==> src/rtl/core/fde_pkg.sv <==
// shared constants for the feedback delay echo core
package fde_pkg;

   // configuration field widths
   localparam int DELAY_W    = 15;
   localparam int GAIN_W     = 16;
   localparam int MIX_W      = 16;
   localparam int CHCNT_W    = 2;
   localparam int CSR_IDX_W  = 2;
   localparam int CSR_DATA_W = 16;

   // configuration register indexes
   localparam logic [CSR_IDX_W-1:0] CSR_DELAY_FRAMES  = 2'd0;
   localparam logic [CSR_IDX_W-1:0] CSR_FEEDBACK_GAIN = 2'd1;
   localparam logic [CSR_IDX_W-1:0] CSR_MIX_GAIN      = 2'd2;
   localparam logic [CSR_IDX_W-1:0] CSR_CHANNEL_COUNT = 2'd3;

   // q1.15 constants
   localparam int              Q15_W     = 17;
   localparam logic [Q15_W-1:0] Q15_ONE  = 17'd32768;
   localparam int              Q15_HALF  = 16384;
   localparam int              Q15_SHIFT = 15;
   // gain operand width at the multiplier, one bit over q15 unsigned one
   localparam int              GAIN_EXT_W = 18;

endpackage

==> src/rtl/core/fde_position.sv <==
// ring slot, channel and frame counters that form the delay memory addresses
module fde_position #(
   parameter int MAX_DELAY_FRAMES = 16384,
   parameter int MAX_CHANNELS     = 2,
   localparam int RP_W = (MAX_DELAY_FRAMES > 1) ? $clog2(MAX_DELAY_FRAMES) : 1,
   localparam int CH_W = (MAX_CHANNELS > 1) ? $clog2(MAX_CHANNELS) : 1,
   localparam int AW   = RP_W + CH_W
) (
   input  logic                         clock,
   input  logic                         reset,
   input  logic                         advance,
   input  logic                         buffer_start,
   input  logic [fde_pkg::DELAY_W-1:0]  delay_frames,
   input  logic [fde_pkg::CHCNT_W-1:0]  channel_count,
   output logic [AW-1:0]                rd_addr,
   output logic [AW-1:0]                wr_addr,
   output logic                         use_delay
);
   import fde_pkg::*;

   localparam int FS_W  = $clog2(MAX_DELAY_FRAMES + 1);
   localparam int CNT_W = $clog2(MAX_CHANNELS + 1);
   localparam logic [31:0] MAX_D = 32'(MAX_DELAY_FRAMES);

   logic [RP_W-1:0]  ring_ff, ring_in;
   logic [CH_W-1:0]  chan_ff, chan_in;
   logic [FS_W-1:0]  frames_ff, frames_in;

   logic [CH_W-1:0]  chan_cur, ch;
   logic [FS_W-1:0]  frames_cur, dly;
   logic [CNT_W-1:0] chans;
   logic [31:0]      dly_w, slot_sum, slot_w;
   logic [RP_W-1:0]  rd_slot;
   logic             last_chan;

   // buffer start restarts channel and frame count but keeps the ring slot
   always_comb begin
      chan_cur   = buffer_start ? '0 : chan_ff;
      frames_cur = buffer_start ? '0 : frames_ff;
   end

   // effective channel count, clamped to one and to the channel limit
   always_comb begin
      if (channel_count == '0) begin
         chans = CNT_W'(1);
      end else if (32'(channel_count) > 32'(MAX_CHANNELS)) begin
         chans = CNT_W'(MAX_CHANNELS);
      end else begin
         chans = CNT_W'(channel_count);
      end
   end

   // a stale channel index after a count change falls back to channel 0
   assign ch = (32'(chan_cur) < 32'(chans)) ? chan_cur : '0;

   // delay clamp and read slot behind the write slot
   always_comb begin
      dly_w    = (32'(delay_frames) > MAX_D) ? MAX_D : 32'(delay_frames);
      dly      = FS_W'(dly_w);
      slot_sum = 32'(ring_ff) + MAX_D - dly_w;
      slot_w   = (slot_sum >= MAX_D) ? slot_sum - MAX_D : slot_sum;
      rd_slot  = RP_W'(slot_w);
   end

   assign use_delay = (dly != '0) && (frames_cur >= dly);
   assign rd_addr   = {rd_slot, ch};
   assign wr_addr   = {ring_ff, ch};
   assign last_chan = (32'(ch) + 32'd1) >= 32'(chans);

   // counter update on each accepted transaction
   always_comb begin
      ring_in   = ring_ff;
      chan_in   = chan_ff;
      frames_in = frames_ff;
      if (advance) begin
         frames_in = frames_cur;
         if (last_chan) begin
            chan_in = '0;
            ring_in = ((32'(ring_ff) + 32'd1) == MAX_D) ? '0 : ring_ff + RP_W'(1);
            if (32'(frames_cur) < MAX_D) begin
               frames_in = frames_cur + FS_W'(1);
            end
         end else begin
            chan_in = ch + CH_W'(1);
         end
      end
   end

   always_ff @(posedge clock) begin
      if (reset) begin
         ring_ff   <= '0;
         chan_ff   <= '0;
         frames_ff <= '0;
      end else begin
         ring_ff   <= ring_in;
         chan_ff   <= chan_in;
         frames_ff <= frames_in;
      end
   end

endmodule

==> config.mk <==
export PLATFORM = sky130hd
export DESIGN_NAME = fde_position
export DESIGN_NICKNAME = d
export VERILOG_FILES = /design/src/rtl/core/fde_pkg.sv /design/src/rtl/core/fde_position.sv
export SDC_FILE = /design/constraint.sdc
export NUM_CORES = 1
export LEC_CHECK = 0
export BUFFER_PORTS_ARGS = -buffer_cell sky130_fd_sc_hd__buf_2
export CAP_MARGIN = 5
export CORE_MARGIN = 1
export CORE_UTILIZATION = 40
export CTS_BUF_LIST = sky130_fd_sc_hd__clkbuf_2
export DETAILED_ROUTE_END_ITERATION = 8
export PLACE_DENSITY_LB_ADDON = 0.08
export SYNTH_ARGS = -nofsm -noshare
export SYNTH_HDL_FRONTEND = slang
export SYNTH_SLANG_ARGS = --single-unit
==> constraint.sdc <==
create_clock -name clock -period 2.4 [get_ports clock]
set_input_delay 0.12 -clock clock [delete_from_list [all_inputs] [get_ports clock]]
set_output_delay 0.12 -clock clock [all_outputs]
set_load 0.02 [all_outputs]
# == Word-level counts from Yosys, hierarchy flattened ==
# Index checks and enable logic that the tools add are counted.
# classes
order_cmp,7
n_eq_ne,1
n_addsub,8
n_reduce_logical,4
muxes,11
# ops
cell,count
two-way mux 15 bit,4
greater-or-equal comparator 32 x 15 -> 1 bit (second input constant),1
two-way mux 14 bit,2
subtractor 16 x 15 -> 17 bit,1
adder 14 x 15 -> 16 bit (second input constant),1
adder 14 x 1 -> 15 bit (second input constant),1
adder 15 x 1 -> 15 bit (second input constant),1
== test 15 bit (second input constant),1
greater-or-equal comparator 15 bit,1
> comparator 15 bit (second input constant),1
< comparator 15 bit (second input constant),1
nonzero test 15 bit,1
adder 14 x 1 -> 14 bit (second input constant),1
subtractor 14 x 1 -> 14 bit (second input constant),1
two-way mux 2 bit,2
two-way mux 1 bit,3
adder 1 x 1 -> 2 bit (second input constant),1
greater-or-equal comparator 2 bit,1
> comparator 2 bit (second input constant),1
zero test 2 bit,1
< comparator 1 x 2 -> 1 bit,1
AND reduction 2 bit,1
adder 1 bit (second input constant),1
logical AND 1 bit,1
# word_totals
output_inout_bits,31
wordCells,34
inputBits,21
register_bits,30

# == Longest topological paths before layout ==
# Gate-level depths: netlist of the first run.
# logic_depth
word_depth,8
ltp_mapped,10
mapped_depth_nobuf,10

# == Worst setup path after synthesis of the first run ==
# OpenSTA, ideal clock, no wires.
# synth_timing
path_type,reg2out
start,register ring_ff[0]
end,output rd_addr[13]
slack_ns,-0.126
path_stages_with_launch,10
t_required_ns,2.280
t_arrival_ns,2.406
n_path_buf,0
path_cell_list,dfxtp_1 > inv_1 > ha_1 > inv_1 > fa_1 > a211o_1 > a2111oi_0 > o21bai_1 > a31oi_1 > xnor2_1
# synth_via
elab_chain_cells,4
word_cells_on_any_way,5
cone_classes,add/sub: 3; order compare: 1; mux: 1
# synth_lines
item,line_no,rtl
"start, declared",fde_position.sv:25,"logic [RP_W-1:0] ring_ff, ring_in;"
"start signal, assigned",fde_position.sv:95,ring_ff <= ring_in;
adder 14 x 15 -> 16 bit (*),fde_position.sv:60,slot_sum = 32'(ring_ff) + MAX_D - dly_w;
subtractor 16 x 15 -> 17 bit (*),fde_position.sv:60,
greater-or-equal comparator 32 x 15 -> 1 bit or subtractor 14 x 1 -> 14 bit (tied branches),fde_position.sv:61,slot_w = (slot_sum >= MAX_D) ? slot_sum - MAX_D : slot_sum;
two-way mux 14 bit (*),fde_position.sv:61,
"end, declared",fde_position.sv:15,"output logic [AW-1:0] rd_addr,"
# Every way passes the cells marked *; elsewhere a longest branch is shown, timed or not.

# == Worst setup path after layout of the first run ==
# layout_timing
start,register ring_ff[0]
end,output rd_addr[11]
# Same word-level chain as after synthesis.

==> results of run 1 <==
==> cell type report <==
| type | instances | share of cell area [%] |
|---|---|---|
| Sequential cell | 30 | 15.6 |
| Inverter | 16 | 1.55 |
| Clock inverter | 2 | 0.259 |
| Timing Repair Buffer | 120 | 21.9 |
| Multi-Input combinational cell | 283 | 57.6 |
| Tap cell | 77 | 2.49 |
| Clock buffer | 5 | 0.646 |
==> per-layer routing <==
metal	wire (um)	part of all wire (%)	vias up	GRT usage (%)
met4	105	1.3	0	7.86
met1	4000	48	1368	32.1
li1	-	-	1464	-
met3	314	3.8	10	3.74
met5	0	0	-	0
met2	3840	46	62	38.5
==> flip-flops by register name, summed over array words and instances, names as in the netlist <==
name and flops:
chan_ff 1, ring_ff 14, frames_ff 15
==> power by group <==
part / switching [mW] / internal (mW) / total (mW)
Clock: 0.181 / 0.0631 / 0.244
Sequential: 0.00454 / 0.504 / 0.509
Combinational: 0.224 / 0.189 / 0.414
==> worst max-delay path, cell delays in order, from the launching register on <==
cell and delay, ps:
dfxtp_2 350, inv_2 80, ha_4 140, inv_2 40
fa_2 360, a211o_1 320, a2111oi_4 360, o311ai_2 140
a21oi_2 190, xnor2_1 130, buf_4 160
==> cell usage after synthesis (11+ instances only) <==
cell and number:
a21oi_1 17, dfxtp_1 30, ha_1 31, inv_1 16, nand2_1 39, nand3_1 14, nand4_1 12, nor2_1 29
nor2b_1 18, nor3_1 11, xnor2_1 15, xor2_1 15
==> through the flow <==
step | setup slack, ps | setup TNS (ps) | util (%) | hold slack, ps | instance area, um^2
5_1_grt | -471 | -2750 | 59.9 | 24.9 | 3870
6_report | -328 | -1690 | 59.9 | 30.4 | 3870
3_3_place_gp | -442 | -2940 | 53.0 | 410 | 3420
2_1_floorplan | 12.1 | 0 | - | 268 | 2740
3_5_place_dp | -507 | -3460 | 53.0 | 416 | 3420
4_1_cts | -403 | -1580 | 57.7 | 8.63 | 3730
==> cells in the final DEF, fill, tap and decap left out, types with 13 or more instances in the layout <==
cell type,synthesis,layout
buf_4,2,71
buf_2,0,38
nand2_1,39,35
nor2_1,29,29
dfxtp_1,30,28
ha_1,31,26
nor2b_1,18,15
xor2_1,15,15
inv_1,16,14
nand3_1,14,14
a21oi_1,17,13
==> final timing paths <==
| check | startpoint | slack (ps) | to | depth (start not counted) |
|---|---|---|---|---|
| worst max register to register | chan_ff$_SDFFE_PP0P_ | 280 | ring_ff[1]$_SDFFE_PP0P_ | 8 |
| worst max-delay path | ring_ff[0]$_SDFFE_PP0P_ | -330 | rd_addr[11] | 10 |
| worst min register to register | frames_ff[14]$_SDFFE_PP0P_ | 490 | frames_ff[14]$_SDFFE_PP0P_ | 2 |
| worst min-delay path | advance | 30 | chan_ff$_SDFFE_PP0P_ | 3 |
==> logic make-up after synthesis <==
kind of cell	after synthesis	share of synthesized area (%)
simple gates	152	28.4
compound gates	66	19.4
fa+ha+maj	32	15.0
xor+xnor	30	9.66
flops	30	22.1
buf+inv	28	4.41
mux	3	1.10
==> timing repair <==
action	4_1_cts	5_1_grt
setup buffers	16	5
pin swaps	24	18
endpoints found under the setup margin	10	12
endpoints found under the hold margin	0	0
resized for setup	42	24
==> impl_results.md, run 1 <==
* Num CTS Buffers at 5
* Synth top area cells: dfxtp_1 22%, ha_1 14%, nand2_1 5.4%, xnor2_1 4.8%, xor2_1 4.8%
* Sequential share of the synthesized area at 22.1%
* Most used DFF post-synth: dfxtp_1
* Multi-input gate area at 2230 um^2
* DIE AREA at 7140 um^2
* Drt drc at 5
* GRT Residual Overflow at 0
* Reg clk slew, reported paths at 150 ps
* Number of max-cap violations at 0
* Yosys top cell by area: dfxtp_1
* Worst Setup Start Kind: register
* Number of synthesized flops with an enable pin at 0
* Period minus WS final at 2730 ps
* DIE HEIGHT at 84.5 um
* First-pass GRT wire length at 13500 um
* Vias/cell at 5.45
* Initial antenna violation count at 0
* Worst slew margin at between 50 and 60%
* Placed cells at 509
* Clock sinks at 30
* Fin nets at ~500
* Cell variety after synth at 46
* Power density cells at 301 nW/um^2
* Worst setup margin at -328 ps
* Hold Vio Cnt, Final at 0
* Area Growth Syn to Fin at 42.3%
* Final Cycle Share at 114%
* Largest net degree at the start of global routing at 30
* Clk_lat worst skew at 370 ps
* Vias at 2904
* Data arrival, critical path at 2610 ps
* Pre-antenna DRT Iters at 6
* FILL cells at 584
* Leakage at between 1.5 and 2 nW
* Worst vdd ir at between 150 and 200 uV
* Sequential Area at about 600 um^2
* WL per Instance at around 15 um
* DIE WIDTH at between 80 and 90 um
* CP Capture Type: output pin
* Final setup vio count at 9
* Unrepaired setup endpoints after global routing: true
* CTS Hold Bufs at 0
* Post-Syn Area at 2720 um^2
* Ys async rst share at 0%
* Rows at 29
* Post-layout power at 1.17 mW
* Synth Instances at 341
* Failing checks: DRC, setup timing
* PortBufs at 50
* Measured slew at the worst slew-check pin at 611 ps
* DP Wirelength at 6080 um
* Floorplan core area at 6460 um^2
* Setup Skew at 27.6 ps
* Fin. max-slew vios at 0
* DRT iter0 DRCs at about 130
* HP Class: input port to register
* Post-synth top area share at 22.1%
* CP Max Fanout at 2
* H-tree Lvls at 2
* Synth Net Count at 394
* FMAX at ~370 MHz
* Io pins at 52
* Final cell count without fillers at 533
* Setup CP Type: register to output pin
* Layout cells sized above 1 at 36.6%
* FF+latch count, synth at 30
* Vias in the first global route at about 2900
* Routed WL at 8260 um
* ANT nets after route at 0
* Ys Warns at 0
* Root buffer cell: clkbuf_2
* GP Congestion at 0.861
* Initial Util at 42.1%
* # diodes at 0
* WP data required at ~2300 ps
* Clock Tree Buf Depth at 2
* Status: finished, violations left
* Mean post-synth cell area at 7.98 um^2
* Total track usage at 23.7%
* CTS tree: done
No activity file was read; power rests on OpenSTA's default activity.
==> inputs of run 2 (changes only) <==
==> constraint.sdc (replaced) <==
create_clock -name clock -period 2.4 [get_ports clock]
set_input_delay 0.36 -clock clock [delete_from_list [all_inputs] [get_ports clock]]
set_output_delay 0.36 -clock clock [all_outputs]
set_load 0.02 [all_outputs]
==> run 2 against run 1 <==
The run still ends with DRC, setup timing left. Clock skew down 10 ps. Clock power up 9.8%. Die area unchanged. Sequential cell count unchanged. Maximum frequency down 10%. Total power up 6.8%. Critical endpoint is now rd_addr[13]. First-iteration DRC count down 21%. Clock-buffer cell count unchanged. Highest routed layer unchanged. Register-to-register slack about the same. Wire length down 1.9%. Cell area up 7.2%. Global-route usage down 0.13 points.
==> impl_results.md, run 2 (same netlist as run 1, synthesis figures left out) <==
* Dpl ws at -746 ps (was -507 ps)
* CP Max Fanout at 2 (unchanged)
* Total track usage at 23.6% (was 23.7%)
* Data arrival, critical path at 2670 ps (was 2610 ps)
* Io pins at 52 (unchanged)
* DIE HEIGHT at 84.5 um (unchanged)
* Worst vdd ir at 201 uV (was 183 uV)
* Worst slew margin at 56.9% (was 59.2%)
* DIE WIDTH at 84.5 um (unchanged)
* # diodes at 0 (unchanged)
* Vias in the first global route at 2809 (was 2855)
* Area Growth Syn to Fin at 52.5% (was 42.3%)
* Final Cycle Share at 126% (was 114%)
* Worst Setup Start Kind: input port (was register)
* Drt drc at 8 (was 5)
* Top flop regs: frames_ff (15), ring_ff (14), chan_ff (1) (unchanged)
* Worst R2R Setup Slack at 270 ps (was 280 ps)
* Root buffer cell: clkbuf_2 (unchanged)
* WL per Instance at 14.5 um (was 15.5 um)
* Fin nets at 534 (was 509)
* Most frequent cells in the layout: 100 x buf_4, 35 x nand2_1, 34 x buf_2 (was 71 x buf_4, 38 x buf_2, 35 x nand2_1)
* Largest net degree at the start of global routing at 21 (was 30)
* Clk_lat worst skew at 370 ps (about the same)
* Most flop-heavy register: frames_ff (unchanged)
* FILL cells at 583 (was 584)
* DRT iter0 DRCs at 100 (was 127)
* Number of max-cap violations at 0 (unchanged)
* Layout cells sized above 1 at 40.9% (was 36.6%)
* Reg clk slew, reported paths at 190 ps (was 150 ps)
* PortBufs at 50 (unchanged)
* H-tree Lvls at 2 (unchanged)
* GP Congestion at 0.876 (was 0.861)
* Power density cells at 300 nW/um^2 (was 301 nW/um^2)
* Clock sinks at 30 (unchanged)
* Rows at 29 (unchanged)
* Initial antenna violation count at 0 (unchanged)
* Pre-antenna DRT Iters at 6 (unchanged)
* Floorplan core area at 6460 um^2 (unchanged)
* Setup Skew at 17.5 ps (was 27.6 ps)
* Worst reg2reg path startpoint: chan_ff$_SDFFE_PP0P_ (unchanged)
* Slowest CP cell: a211o_1 (was fa_2)
* Leakage at 1.97 nW (was 1.83 nW)
* Hold Vio Cnt, Final at 0 (unchanged)
* Failing checks: DRC, setup timing (unchanged)
* Max reg flops at 15 (unchanged)
* Commonest non-fill, non-tap cell in the layout: buf_4 (unchanged)
* Worst setup margin at -630 ps (was -328 ps)
* Final cell count without fillers at 559 (was 533)
* FMAX at 330 MHz (was 367 MHz)
* Measured slew at the worst slew-check pin at 645 ps (was 611 ps)
* GRT Residual Overflow at 0 (unchanged)
* Placed cells at 543 (was 509)
* WP data required at 2040 ps (was 2280 ps)
* Num CTS Buffers at 5 (unchanged)
* Clock Tree Buf Depth at 2 (unchanged)
* Final setup vio count at 12 (was 9)
* Post-layout power at 1.25 mW (was 1.17 mW)
* Total negative slack at -5510 ps (was -1690 ps)
* Vias at 2933 (was 2904)
* Worst Hold Launch: advance (unchanged)
* Worst Hold Path EP: chan_ff$_SDFFE_PP0P_ (unchanged)
* Vias/cell at 5.25 (was 5.45)
* CTS tree: done (unchanged)
* First-pass GRT wire length at 13500 um (about the same)
* DIE AREA at 7140 um^2 (unchanged)
* R2r endpoint: frames_ff[1]$_SDFFE_PP0P_ (was ring_ff[1]$_SDFFE_PP0P_)
* Routed WL at 8100 um (was 8260 um)
* Initial Util at 42.1% (unchanged)
* Fin. max-slew vios at 0 (unchanged)
* Critical Path Max Stage Delay at 330 ps (was 360 ps)
* Unrepaired setup endpoints after global routing: true (unchanged)
* DP Wirelength at 6480 um (was 6080 um)
* HP Class: input port to register (unchanged)
* R2R cell count at 8 (unchanged)
* CP most frequent cell: nand2_2 (was inv_2)
* CTS Hold Bufs at 0 (unchanged)
* CP Capture Type: output pin (unchanged)
* Setup CP Type: input port to output pin (was register to output pin)
* ANT nets after route at 0 (unchanged)
* Period minus WS final at 3030 ps (was 2730 ps)
* Fin util at 64.2% (was 59.9%)
* Critical path cell sequence: buf_2 > nor4_4 > nand4_1 > nand2_2 > nand2_2 > ha_4 > a211o_1 > a2111oi_4 > o21bai_1 > a31oi_2 > xnor2_2 > buf_4 (was inv_2 > ha_4 > inv_2 > fa_2 > a211o_1 > a2111oi_4 > o311ai_2 > a21oi_2 > xnor2_1 > buf_4)
* Status: finished, violations left (unchanged)
* Hold path cells at 3 (unchanged)
run 2: cell types whose count changed in the layout (fill, tap and decap cells not counted), sizes merged:
cell and change:
buf +25, clkinvlp +1
run 2: layout make-up:
type	instances	area [um^2]	area share, %
Inverter	16	60.1	1.45
Tap cell	77	96.3	2.32
Multi-Input combinational cell	283	2290	55.2
Clock buffer	5	25.0	0.603
Clock inverter	3	16.3	0.392
Sequential cell	30	606	14.6
Timing Repair Buffer	145	1060	25.5
run 2: power breakdown:
part / switching (mW) / internal, mW / leakage, nW
logic: 0.236 / 0.233 / 1.70
clock network: 0.201 / 0.0665 / 0.0264
registers: 0.00487 / 0.504 / 0.243
total: 0.442 / 0.804 / 1.97
run 2: timing repair:
item | CTS | global route
setup buffers | 3 | 5
pin swaps | 18 | 10
setup endpoints to repair | 12 | 12
gates resized for setup | 29 | 30
cloned | 0 | 0
run 2: metal layers:
| metal | GRT usage [%] | wire (um) |
|---|---|---|
| met4 | 5.08 | 53 |
| met3 | 2.95 | 322 |
| met1 | 33.6 | 4130 |
| met2 | 38.2 | 3600 |
| met5 | 0 | 0 |
run 2: worst max path at each step:
stage	start	to	slack, ps
finish	delay_frames[5]	rd_addr[13]	-630
detailed placement	delay_frames[0]	rd_addr[13]	-750
global placement	delay_frames[0]	rd_addr[13]	-670
global route	delay_frames[0]	rd_addr[11]	-760
floorplan	delay_frames[9]	rd_addr[13]	-320
CTS	ring_ff[0]$_SDFFE_PP0P_	rd_addr[11]	-690
run 2: per-stage QoR:
stage	area (um^2)	hold WS, ps
finish	4150	238
global route	4150	202
CTS	3990	217
detailed placement	3810	477
global placement	3810	456
floorplan	2860	441
run 2: critical path, delay by kind of cell:
kind,cells,cell delay [ps]
xor gates and xnor gates,1,130
and+or+nand+nor,4,650
AOI/OAI and AO/OA,4,1020
adders and majority gates,1,220
buffers and inverters,2,280
